[config.mk]
export PLATFORM = sky130hd
export DESIGN_NAME = adaptive_horizon_selector
export DESIGN_NICKNAME = d
export VERILOG_FILES = /design/src/hdl/ahs_pkg.sv /design/src/hdl/adaptive_horizon_selector.sv /design/src/hdl/ahs_cfg.sv /design/src/hdl/ahs_div.sv
export SDC_FILE = /design/constraint.sdc
export NUM_CORES = 2
export LEC_CHECK = 0
export ABC_AREA = 0
export BUFFER_PORTS_ARGS = -buffer_cell sky130_fd_sc_hd__buf_2
export CAP_MARGIN = 20
export CORE_ASPECT_RATIO = 1.75
export CORE_MARGIN = 1
export CORE_UTILIZATION = 35
export DETAILED_ROUTE_END_ITERATION = 10
export PLACE_DENSITY = 0.58
export SLEW_MARGIN = 20
export SYNTH_ARGS = -nofsm -noshare
export SYNTH_HDL_FRONTEND = slang
export SYNTH_HIERARCHICAL = 1
export SYNTH_SLANG_ARGS = --single-unit
[constraint.sdc]
create_clock -name clk -period 10.5 [get_ports clk]
set_input_delay 2.1 -clock clk [delete_from_list [all_inputs] [get_ports clk]]
set_output_delay 2.1 -clock clk [all_outputs]
set_load 0.02 [all_outputs]
[src/hdl/ahs_pkg.sv]
package ahs_pkg;

	// Fixed point format of factors and horizon fraction
	localparam int FRAC_BITS = 16;
	localparam logic [16:0] ONE = 17'h10000;
	localparam logic [16:0] HALF = 17'h08000;

	// Input commands
	localparam logic CMD_COMPUTE = 1'b0;
	localparam logic CMD_RESTART = 1'b1;

	// Configuration register indexes
	localparam logic [2:0] REG_HORIZON_MIN = 3'd0;
	localparam logic [2:0] REG_HORIZON_MAX = 3'd1;
	localparam logic [2:0] REG_WT_SPEED = 3'd2;
	localparam logic [2:0] REG_WT_OBSTACLE = 3'd3;
	localparam logic [2:0] REG_WT_ERROR = 3'd4;
	localparam logic [2:0] REG_OBSTACLE_THRESHOLD = 3'd5;
	localparam logic [2:0] REG_ERR_LIMIT = 3'd6;
	localparam logic [2:0] REG_EMA_ALPHA = 3'd7;

	// Reset values of the configuration registers
	localparam logic [7:0] RST_HORIZON_MIN = 8'd10;
	localparam logic [7:0] RST_HORIZON_MAX = 8'd50;
	localparam logic [7:0] RST_WEIGHT = 8'd1;
	localparam logic [15:0] RST_OBSTACLE_THRESHOLD = 16'd768;
	localparam logic [15:0] RST_ERR_LIMIT = 16'd256;
	localparam logic [16:0] RST_EMA_ALPHA = 17'd19661;

	typedef struct packed {
		logic [7:0] horizon_min;
		logic [7:0] horizon_max;
		logic [7:0] wt_speed;
		logic [7:0] wt_obstacle;
		logic [7:0] wt_error;
		logic [15:0] obstacle_threshold;
		logic [15:0] err_limit;
		logic [16:0] ema_alpha;
	} cfg_t;

	// Request to the serial divider: quotient of {rem0, low} / divisor,
	// one quotient bit per step, rem0 must be below divisor
	typedef struct packed {
		logic start;
		logic [4:0] steps;
		logic [15:0] rem0;
		logic [16:0] low;
		logic [15:0] divisor;
	} div_req_t;

	typedef struct packed {
		logic busy;
		logic done;
		logic [16:0] quot;
	} div_rsp_t;

	typedef enum logic [3:0] {
		ST_IDLE,
		ST_FSTART,
		ST_FWAIT,
		ST_MUL,
		ST_ACC,
		ST_CDIV,
		ST_CWAIT,
		ST_RMUL,
		ST_RADD,
		ST_EMUL1,
		ST_EMUL2,
		ST_EADD,
		ST_RES
	} state_t;

endpackage

[src/hdl/adaptive_horizon_selector.sv]
// Sequence: a restart item gives no result. A compute item is accepted only in idle, then
// takes per factor either a direct value or the serial divider (16 steps); then the
// weighted sum; then the average, direct or by the divider (17 steps); then scaling,
// smoothing and the result state, where it waits while the output is held.
// Throughput: one item at a time; input stalls until the result enters the output register.
// Reset: registers take their defaults, smoothing state is horizon_min, output empty.
module adaptive_horizon_selector
	import ahs_pkg::*;
(
	input  logic        clk,
	input  logic        arst_n,
	input  logic        cfg_write,
	input  logic [2:0]  cfg_index,
	input  logic [16:0] cfg_data,
	input  logic        in_valid,
	output logic        in_stall,
	input  logic        command,
	input  logic [15:0] speed,
	input  logic [15:0] speed_limit,
	input  logic [15:0] obstacle_distance,
	input  logic [15:0] path_error,
	output logic        out_valid,
	input  logic        out_stall,
	output logic [7:0]  effective_horizon
);

	localparam logic [1:0] FAC_SPEED = 2'd0;
	localparam logic [1:0] FAC_OBST = 2'd1;
	localparam logic [1:0] FAC_ERR = 2'd2;

	cfg_t     cfg;
	div_req_t div_req;
	div_rsp_t div_rsp;
	state_t   state_q, state_d;

	// Control state
	logic [1:0]  fidx_q;
	logic        primed_q;
	logic [23:0] sm_q;
	logic        out_valid_q;

	// Payload
	logic [15:0] speed_q, limit_q, dist_q, err_q;
	logic [16:0] f_q [3];
	logic signed [42:0] prod_q;
	logic signed [42:0] acc_q;
	logic [16:0] comb_q;
	logic [23:0] raw_q;
	logic [7:0]  hor_q;

	logic        accept;
	logic        last_fac;
	logic [15:0] num_sel, den_sel;
	logic        fac_direct;
	logic [16:0] direct_val;
	logic [16:0] fac_div;
	logic [9:0]  w_total;
	logic [7:0]  w_sel;
	logic [16:0] alpha_c;
	logic signed [8:0] span;
	logic signed [17:0] mul_a;
	logic signed [24:0] mul_b;
	logic signed [42:0] mul_p;
	logic signed [42:0] raw_full;
	logic [42:0] ema_sum;
	logic [24:0] rnd;
	logic [8:0]  r9;
	logic [7:0]  r_lo;
	logic        out_free;

	ahs_cfg u_cfg (
		.clk       (clk),
		.arst_n    (arst_n),
		.cfg_write (cfg_write),
		.cfg_index (cfg_index),
		.cfg_data  (cfg_data),
		.cfg       (cfg)
	);

	ahs_div u_div (
		.clk    (clk),
		.arst_n (arst_n),
		.req    (div_req),
		.rsp    (div_rsp)
	);

	assign accept = in_valid && !in_stall;
	assign in_stall = (state_q != ST_IDLE);
	assign last_fac = (fidx_q == FAC_ERR);
	assign out_free = !out_valid_q || !out_stall;

	// Operand selection for the factor divisions
	always_comb begin
		case (fidx_q)
			FAC_SPEED: begin
				num_sel = speed_q;
				den_sel = limit_q;
			end
			FAC_OBST: begin
				num_sel = dist_q;
				den_sel = cfg.obstacle_threshold;
			end
			default: begin
				num_sel = err_q;
				den_sel = cfg.err_limit;
			end
		endcase
	end

	// Zero threshold or saturated ratio needs no division
	always_comb begin
		fac_direct = (den_sel == 16'd0) || (num_sel >= den_sel);
		if (den_sel == 16'd0)
			direct_val = (fidx_q == FAC_SPEED) ? 17'd0 : ONE;
		else
			direct_val = (fidx_q == FAC_ERR) ? 17'd0 : ONE;
		fac_div = (fidx_q == FAC_ERR) ? (ONE - div_rsp.quot) : div_rsp.quot;
	end

	// Weights
	assign w_total = 10'(cfg.wt_speed) + 10'(cfg.wt_obstacle)
		+ 10'(cfg.wt_error);
	always_comb begin
		case (fidx_q)
			FAC_SPEED: w_sel = cfg.wt_speed;
			FAC_OBST: w_sel = cfg.wt_obstacle;
			default: w_sel = cfg.wt_error;
		endcase
	end

	assign alpha_c = (cfg.ema_alpha > ONE) ? ONE : cfg.ema_alpha;
	assign span = $signed({1'b0, cfg.horizon_max}) - $signed({1'b0, cfg.horizon_min});

	// Shared multiplier, operands by state
	always_comb begin
		case (state_q)
			ST_MUL: begin
				mul_a = $signed({10'd0, w_sel});
				mul_b = $signed({8'd0, f_q[fidx_q]});
			end
			ST_RMUL: begin
				mul_a = 18'(span);
				mul_b = $signed({8'd0, comb_q});
			end
			ST_EMUL1: begin
				mul_a = $signed({1'b0, alpha_c});
				mul_b = $signed({1'b0, raw_q});
			end
			ST_EMUL2: begin
				mul_a = $signed({1'b0, ONE - alpha_c});
				mul_b = $signed({1'b0, sm_q});
			end
			default: begin
				mul_a = '0;
				mul_b = '0;
			end
		endcase
	end
	assign mul_p = 43'(mul_a) * 43'(mul_b);

	assign raw_full = $signed({19'd0, cfg.horizon_min, 16'd0}) + prod_q;
	assign ema_sum = 43'(acc_q) + 43'(prod_q);

	// Round half up, then clamp to min and max
	assign rnd = {1'b0, sm_q} + 25'(HALF);
	assign r9 = rnd[24:16];
	assign r_lo = (r9 < {1'b0, cfg.horizon_min}) ? cfg.horizon_min : r9[7:0];

	// Divider requests
	always_comb begin
		div_req = '0;
		if (state_q == ST_FSTART && !fac_direct) begin
			div_req.start = 1'b1;
			div_req.steps = 5'd16;
			div_req.rem0 = num_sel;
			div_req.low = '0;
			div_req.divisor = den_sel;
		end else if (state_q == ST_CDIV && w_total != 10'd0) begin
			div_req.start = 1'b1;
			div_req.steps = 5'd17;
			div_req.rem0 = {7'd0, acc_q[25:17]};
			div_req.low = acc_q[16:0];
			div_req.divisor = {6'd0, w_total};
		end
	end

	// Sequencer
	always_ff @(posedge clk or negedge arst_n) begin
		if (!arst_n)
			state_q <= ST_IDLE;
		else
			state_q <= state_d;
	end

	always_comb begin
		state_d = state_q;
		case (state_q)
			ST_IDLE:
				if (accept && command == CMD_COMPUTE)
					state_d = ST_FSTART;
			ST_FSTART:
				if (!fac_direct)
					state_d = ST_FWAIT;
				else if (last_fac)
					state_d = ST_MUL;
			ST_FWAIT:
				if (div_rsp.done)
					state_d = last_fac ? ST_MUL : ST_FSTART;
			ST_MUL: state_d = ST_ACC;
			ST_ACC: state_d = last_fac ? ST_CDIV : ST_MUL;
			ST_CDIV: state_d = (w_total == 10'd0) ? ST_RMUL : ST_CWAIT;
			ST_CWAIT:
				if (div_rsp.done)
					state_d = ST_RMUL;
			ST_RMUL: state_d = ST_RADD;
			ST_RADD: state_d = primed_q ? ST_EMUL1 : ST_RES;
			ST_EMUL1: state_d = ST_EMUL2;
			ST_EMUL2: state_d = ST_EADD;
			ST_EADD: state_d = ST_RES;
			ST_RES:
				if (out_free)
					state_d = ST_IDLE;
			default: state_d = ST_IDLE;
		endcase
	end

	// Control registers
	always_ff @(posedge clk or negedge arst_n) begin
		if (!arst_n) begin
			fidx_q <= FAC_SPEED;
			primed_q <= 1'b0;
			sm_q <= {RST_HORIZON_MIN, 16'd0};
			out_valid_q <= 1'b0;
		end else begin
			// output register: loaded from the result state, emptied when taken
			if (state_q == ST_RES && out_free)
				out_valid_q <= 1'b1;
			else if (!out_stall)
				out_valid_q <= 1'b0;
			case (state_q)
				ST_IDLE: begin
					fidx_q <= FAC_SPEED;
					if (accept && command == CMD_RESTART) begin
						sm_q <= {cfg.horizon_min, 16'd0};
						primed_q <= 1'b0;
					end
				end
				ST_FSTART:
					if (fac_direct)
						fidx_q <= last_fac ? FAC_SPEED : fidx_q + 2'd1;
				ST_FWAIT:
					if (div_rsp.done)
						fidx_q <= last_fac ? FAC_SPEED : fidx_q + 2'd1;
				ST_ACC: fidx_q <= last_fac ? FAC_SPEED : fidx_q + 2'd1;
				ST_RADD:
					if (!primed_q) begin
						sm_q <= raw_full[23:0];
						primed_q <= 1'b1;
					end
				ST_EADD: sm_q <= ema_sum[39:16];
				default: ;
			endcase
		end
	end

	// Datapath registers
	always_ff @(posedge clk) begin
		case (state_q)
			ST_IDLE:
				if (accept) begin
					speed_q <= speed;
					limit_q <= speed_limit;
					dist_q <= obstacle_distance;
					err_q <= path_error;
					acc_q <= '0;
				end
			ST_FSTART:
				if (fac_direct)
					f_q[fidx_q] <= direct_val;
			ST_FWAIT:
				if (div_rsp.done)
					f_q[fidx_q] <= fac_div;
			ST_MUL: prod_q <= mul_p;
			ST_ACC: acc_q <= acc_q + prod_q;
			ST_CDIV:
				if (w_total == 10'd0)
					comb_q <= HALF;
			ST_CWAIT:
				if (div_rsp.done)
					comb_q <= div_rsp.quot;
			ST_RMUL: prod_q <= mul_p;
			ST_RADD: raw_q <= raw_full[23:0];
			ST_EMUL1: prod_q <= mul_p;
			ST_EMUL2: begin
				acc_q <= prod_q;
				prod_q <= mul_p;
			end
			ST_RES:
				if (out_free)
					hor_q <= (r_lo > cfg.horizon_max) ? cfg.horizon_max : r_lo;
			default: ;
		endcase
	end

	assign out_valid = out_valid_q;
	assign effective_horizon = hor_q;

	// A restart leaves the filter unprimed at the current minimum
	a_restart_clears: assert property (@(posedge clk) disable iff (!arst_n)
		(accept && command == CMD_RESTART) |=>
			(!primed_q && sm_q == {$past(cfg.horizon_min), 16'd0}))
		else $error("restart did not clear smoothing state");

	// Divider completes only while the sequencer waits for it
	a_div_done_waited: assert property (@(posedge clk) disable iff (!arst_n)
		div_rsp.done |-> (state_q == ST_FWAIT || state_q == ST_CWAIT))
		else $error("divider finished outside a wait state");

	// Factors are clamped to one before weighting
	a_factor_range: assert property (@(posedge clk) disable iff (!arst_n)
		(state_q == ST_MUL) |-> (f_q[fidx_q] <= ONE))
		else $error("factor above one");

	// A new result only comes from the result state
	a_result_source: assert property (@(posedge clk) disable iff (!arst_n)
		$rose(out_valid_q) |-> ($past(state_q) == ST_RES))
		else $error("result raised outside the result state");

endmodule

[src/hdl/ahs_cfg.sv]
module ahs_cfg
	import ahs_pkg::*;
(
	input  logic        clk,
	input  logic        arst_n,
	input  logic        cfg_write,
	input  logic [2:0]  cfg_index,
	input  logic [16:0] cfg_data,
	output cfg_t        cfg
);

	cfg_t cfg_q;

	// Register file, written by index
	always_ff @(posedge clk or negedge arst_n) begin
		if (!arst_n) begin
			cfg_q.horizon_min <= RST_HORIZON_MIN;
			cfg_q.horizon_max <= RST_HORIZON_MAX;
			cfg_q.wt_speed <= RST_WEIGHT;
			cfg_q.wt_obstacle <= RST_WEIGHT;
			cfg_q.wt_error <= RST_WEIGHT;
			cfg_q.obstacle_threshold <= RST_OBSTACLE_THRESHOLD;
			cfg_q.err_limit <= RST_ERR_LIMIT;
			cfg_q.ema_alpha <= RST_EMA_ALPHA;
		end else if (cfg_write) begin
			case (cfg_index)
				REG_HORIZON_MIN: cfg_q.horizon_min <= cfg_data[7:0];
				REG_HORIZON_MAX: cfg_q.horizon_max <= cfg_data[7:0];
				REG_WT_SPEED: cfg_q.wt_speed <= cfg_data[7:0];
				REG_WT_OBSTACLE: cfg_q.wt_obstacle <= cfg_data[7:0];
				REG_WT_ERROR: cfg_q.wt_error <= cfg_data[7:0];
				REG_OBSTACLE_THRESHOLD: cfg_q.obstacle_threshold <= cfg_data[15:0];
				REG_ERR_LIMIT: cfg_q.err_limit <= cfg_data[15:0];
				REG_EMA_ALPHA: cfg_q.ema_alpha <= cfg_data;
				default: ;
			endcase
		end
	end

	assign cfg = cfg_q;

endmodule

[src/hdl/ahs_div.sv]
module ahs_div
	import ahs_pkg::*;
(
	input  logic     clk,
	input  logic     arst_n,
	input  div_req_t req,
	output div_rsp_t rsp
);

	logic [15:0] rem_q;
	logic [16:0] low_q;
	logic [15:0] div_q;
	logic [16:0] quot_q;
	logic [4:0]  cnt_q;
	logic        busy_q;
	logic        done_q;

	logic [16:0] trial;
	logic        fits;
	logic [16:0] diff;

	// One restoring step: shift in the next dividend bit, subtract if it fits
	assign trial = {rem_q, low_q[16]};
	assign fits = trial >= {1'b0, div_q};
	assign diff = trial - {1'b0, div_q};

	// Step control
	always_ff @(posedge clk or negedge arst_n) begin
		if (!arst_n) begin
			busy_q <= 1'b0;
			done_q <= 1'b0;
			cnt_q <= '0;
		end else begin
			done_q <= busy_q && (cnt_q == 5'd1);
			if (req.start) begin
				busy_q <= 1'b1;
				cnt_q <= req.steps;
			end else if (busy_q) begin
				cnt_q <= cnt_q - 5'd1;
				if (cnt_q == 5'd1)
					busy_q <= 1'b0;
			end
		end
	end

	// Remainder and quotient
	always_ff @(posedge clk) begin
		if (req.start) begin
			rem_q <= req.rem0;
			low_q <= req.low;
			div_q <= req.divisor;
			quot_q <= '0;
		end else if (busy_q) begin
			rem_q <= fits ? diff[15:0] : trial[15:0];
			low_q <= {low_q[15:0], 1'b0};
			quot_q <= {quot_q[15:0], fits};
		end
	end

	assign rsp.busy = busy_q;
	assign rsp.done = done_q;
	assign rsp.quot = quot_q;

endmodule
==> metrics list <==
- The run finished with clean final reports.
- Peak Freq: 106.1 MHz
- Measured against its own limit, the worst slew margin works out to 20.63%.
- At the pin with the least slew margin, the transition time is 1.180 ns.
* Max-capacitance violation count: 0
- Count of routing violations after the opening detailed-route iteration: 1686
* Sequential Power Share: 29.2%
- For this run, the detailed router's first-pass iteration total came to 5.
- Static power due to leakage: 18.52 nW
* # IOs: 100
- The final critical path takes up 89.78% of the cycle.
- Worst vdd rail ir drop: 200.5 uV
- Combinational logic burns 55.9% of the power.
- The die is 435.7 um tall.
* Total length of routed wires: 125200 um
- Core Region: 106200 sq um
* Routed length on met1: 40730 um
* Arr. time, crit path: 9.74 ns
* Largest stage delay on the critical path: 0.59 ns
- Die outline area: 108900 sq um
- Detailed routing placed a total of 4279 um of wire on met3.
- Path category of the worst min-delay check: register to register
- Kind of end point of the critical path: register
- Final weighted congestion of routability-driven global placement: 0.9834
* Antenna violations before repair: 5
* Post-synthesis instance total: 3729
- The floorplan has 158 rows.
- The wire-length estimate of the detail-placed layout is 100800 um.
* Total congestion overflow: 0
* Vias after detailed routing: 28045
- Yosys warning total: 6
- In the final routed layout, each cell accounts on average for 24.09 um.
- The mapped netlist covers 37620 sq um.
* Layout-stage area growth over the synthesis result: 9.980%
- In this run the worst path has a maximum fanout of 24.
- Starting density of the core: 35.44%
- Total CTS buffers: 40
- CTS sink cnt: 438
* Antenna-violating nets left: 0
- Clock latency on the worst-skew pair, taken at its later pin, is 0.57 ns.
- Highest-delay cell along the critical path: dfstp_2
- Measured on the finished design, the core utilization comes to 38.98%.
- The via count of the first global-routing pass came to 29518.
- Min Tclk post-route: 9.427 ns
- The first global-routing pass estimated 186200 um of wire.
* Clk pwr share: 14.9%
* Buffers & Inverters on Critical Path: 7
- Type of the setup path with the least slack: register to register
- The routed design uses 67510 um of met2 wire.
* CTS tree: done
- Final worst clock skew: 0.01876 ns
- Of the cells placed in the final design, the portion with a size suffix greater than 1 is 12.55%.
- Count of instances resized after the clock tree is built: 0
- Remaining DRCs: 0
- In this run the tool buffered the top-level ports with 99 buffer cells.
* Crit path launch type: register
* Final setup TNS: 0 ns
- Internal power consumption: 0.005614 W
- Dividing total power by cell area gives a power density of 258.0 nW/um^2.
- Max-slew violation count: 0
- RSZ-0062 raised after global routing: no
- Crit path max-delay family: adder cells
- Clock Tree Root: clkbuf_16
- The analysis attributes to net switching a power of 0.005061 W.
- In this run the horizontal extent of the chip is 249.8 um.
- Final count of negative-setup-slack endpoints: 0
- Top routing layer in use: met5
* Hold bufs inserted after CTS: 0
- Number of hold violations in the final report: 0
- Average footprint of a synthesized cell: 10.09 sq um
* CTS H-Tree Depth: 2
- Number of vias per cell after detailed routing: 5.397
- Of the total power, the share spent switching nets is 47.41%.
- At the worst endpoint, the required time is 10.82 ns.
- In the global route stage, overall resource usage came out at 23.07%.
- Nets: 4497
- Reg clk slew, reported paths: 0.07 ns
* Maximum buffer depth of the clock tree: 3
- Maximum number of pins on one net before global-route repair: 76
* Total setup buffers inserted after CTS: 0
* Cell type with the highest occurrence count on the critical path: fa_1
## worst reg2reg max path, delay by kind of cell, from the launching register on
kind / cells / cell delay (ns)
fa+ha+maj: 8 / 3.80
compound gates: 14 / 3.13
buf+inv: 7 / 0.87
simple gates: 3 / 0.74
flops: 1 / 0.59
xor+xnor: 1 / 0.08
## through the flow
| stage | worst slack [ns] | cell area (sq um) | std cells | hold WS (ns) | total power (W) |
|---|---|---|---|---|---|
| after floorplan | 2.200 | 37630 | 3731 | 0.4739 | 0.006913 |
| after global placement | 1.206 | 39950 | 5118 | 0.4862 | 0.009000 |
| after detailed placement | 1.133 | 39950 | 5118 | 0.4932 | 0.009013 |
| after CTS | 1.098 | 41350 | 5192 | 0.5092 | 0.01066 |
| after global routing | 0.6348 | 41370 | 5195 | 0.5145 | 0.01130 |
| final | 1.073 | 41380 | 5196 | 0.5054 | 0.01068 |
## final timing paths
| path | start | end | depth (start not counted) | slack [ns] |
|---|---|---|---|---|
| hold reg to reg | u_cfg/cfg[36]$_DFFE_PN0P_ | u_cfg/cfg[36]$_DFFE_PN0P_ | 1 | 0.51 |
| min in group asynchronous | arst_n | u_cfg/cfg[44]$_DFFE_PN0P_ | 1 | 1.54 |
| setup / recovery | u_cfg/cfg[82]$_DFFE_PN1P_ | prod_q[38]$_DFFE_PN_ | 33 | 1.07 |
| max in group asynchronous | arst_n | fidx_q[0]$_DFFE_PN0P_ | 2 | 7.52 |
| hold / removal | u_cfg/cfg[36]$_DFFE_PN0P_ | u_cfg/cfg[36]$_DFFE_PN0P_ | 1 | 0.51 |
| setup reg to reg | u_cfg/cfg[82]$_DFFE_PN1P_ | prod_q[38]$_DFFE_PN_ | 33 | 1.07 |
## state kept, by name, summed over array words and instances (netlist names), 17 cells and up
register	flops
acc_q	40
u_div/low_q	17
f_q	51
u_div/quot_q	17
raw_q	24
u_cfg/cfg	89
prod_q	40
comb_q	17
sm_q	24
## layout make-up
type | count | area (sq um)
Multi-Input combinational cell | 2611 | 22740
Antenna cell | 2 | 5.005
Clock inverter | 22 | 222.7
Timing Repair Buffer | 191 | 1204
Fill cell | 10368 | 64780
Clock buffer | 52 | 1175
Sequential cell | 438 | 12370
Inverter | 520 | 1952
Tap cell | 1360 | 1702
## power by group through the flow
stage | sequential [W] | combinational (W) | clock [W]
global placement | 0.00314 | 0.00586 | 0
floorplan | 0.00284 | 0.00407 | 0
global route | 0.00316 | 0.00646 | 0.00167
CTS | 0.00311 | 0.00593 | 0.00162
finish | 0.00312 | 0.00597 | 0.00159
detailed placement | 0.00314 | 0.00588 | 0
## per-layer routing
metal / GRT usage [%] / vias to the layer above
li1: - / 12685
met5: 0 / -
met2: 43.90 / 873
met3: 2.005 / 399
met1: 22.16 / 14086
met4: 19.56 / 2
## cell usage in the layout (no fill, tap or decap), types with 58 or more instances in the layout
cell type / instances
a21o_1: 58
a21oi_1: 162
buf_2: 98
buf_4: 90
dfrtp_1: 105
edfxtp_1: 293
fa_1: 365
ha_1: 240
inv_1: 518
mux2_2: 121
mux2i_1: 77
nand2_1: 479
nor2_1: 278
o21ai_0: 122
xnor2_1: 82
No activity file was read; power rests on OpenSTA's default activity.
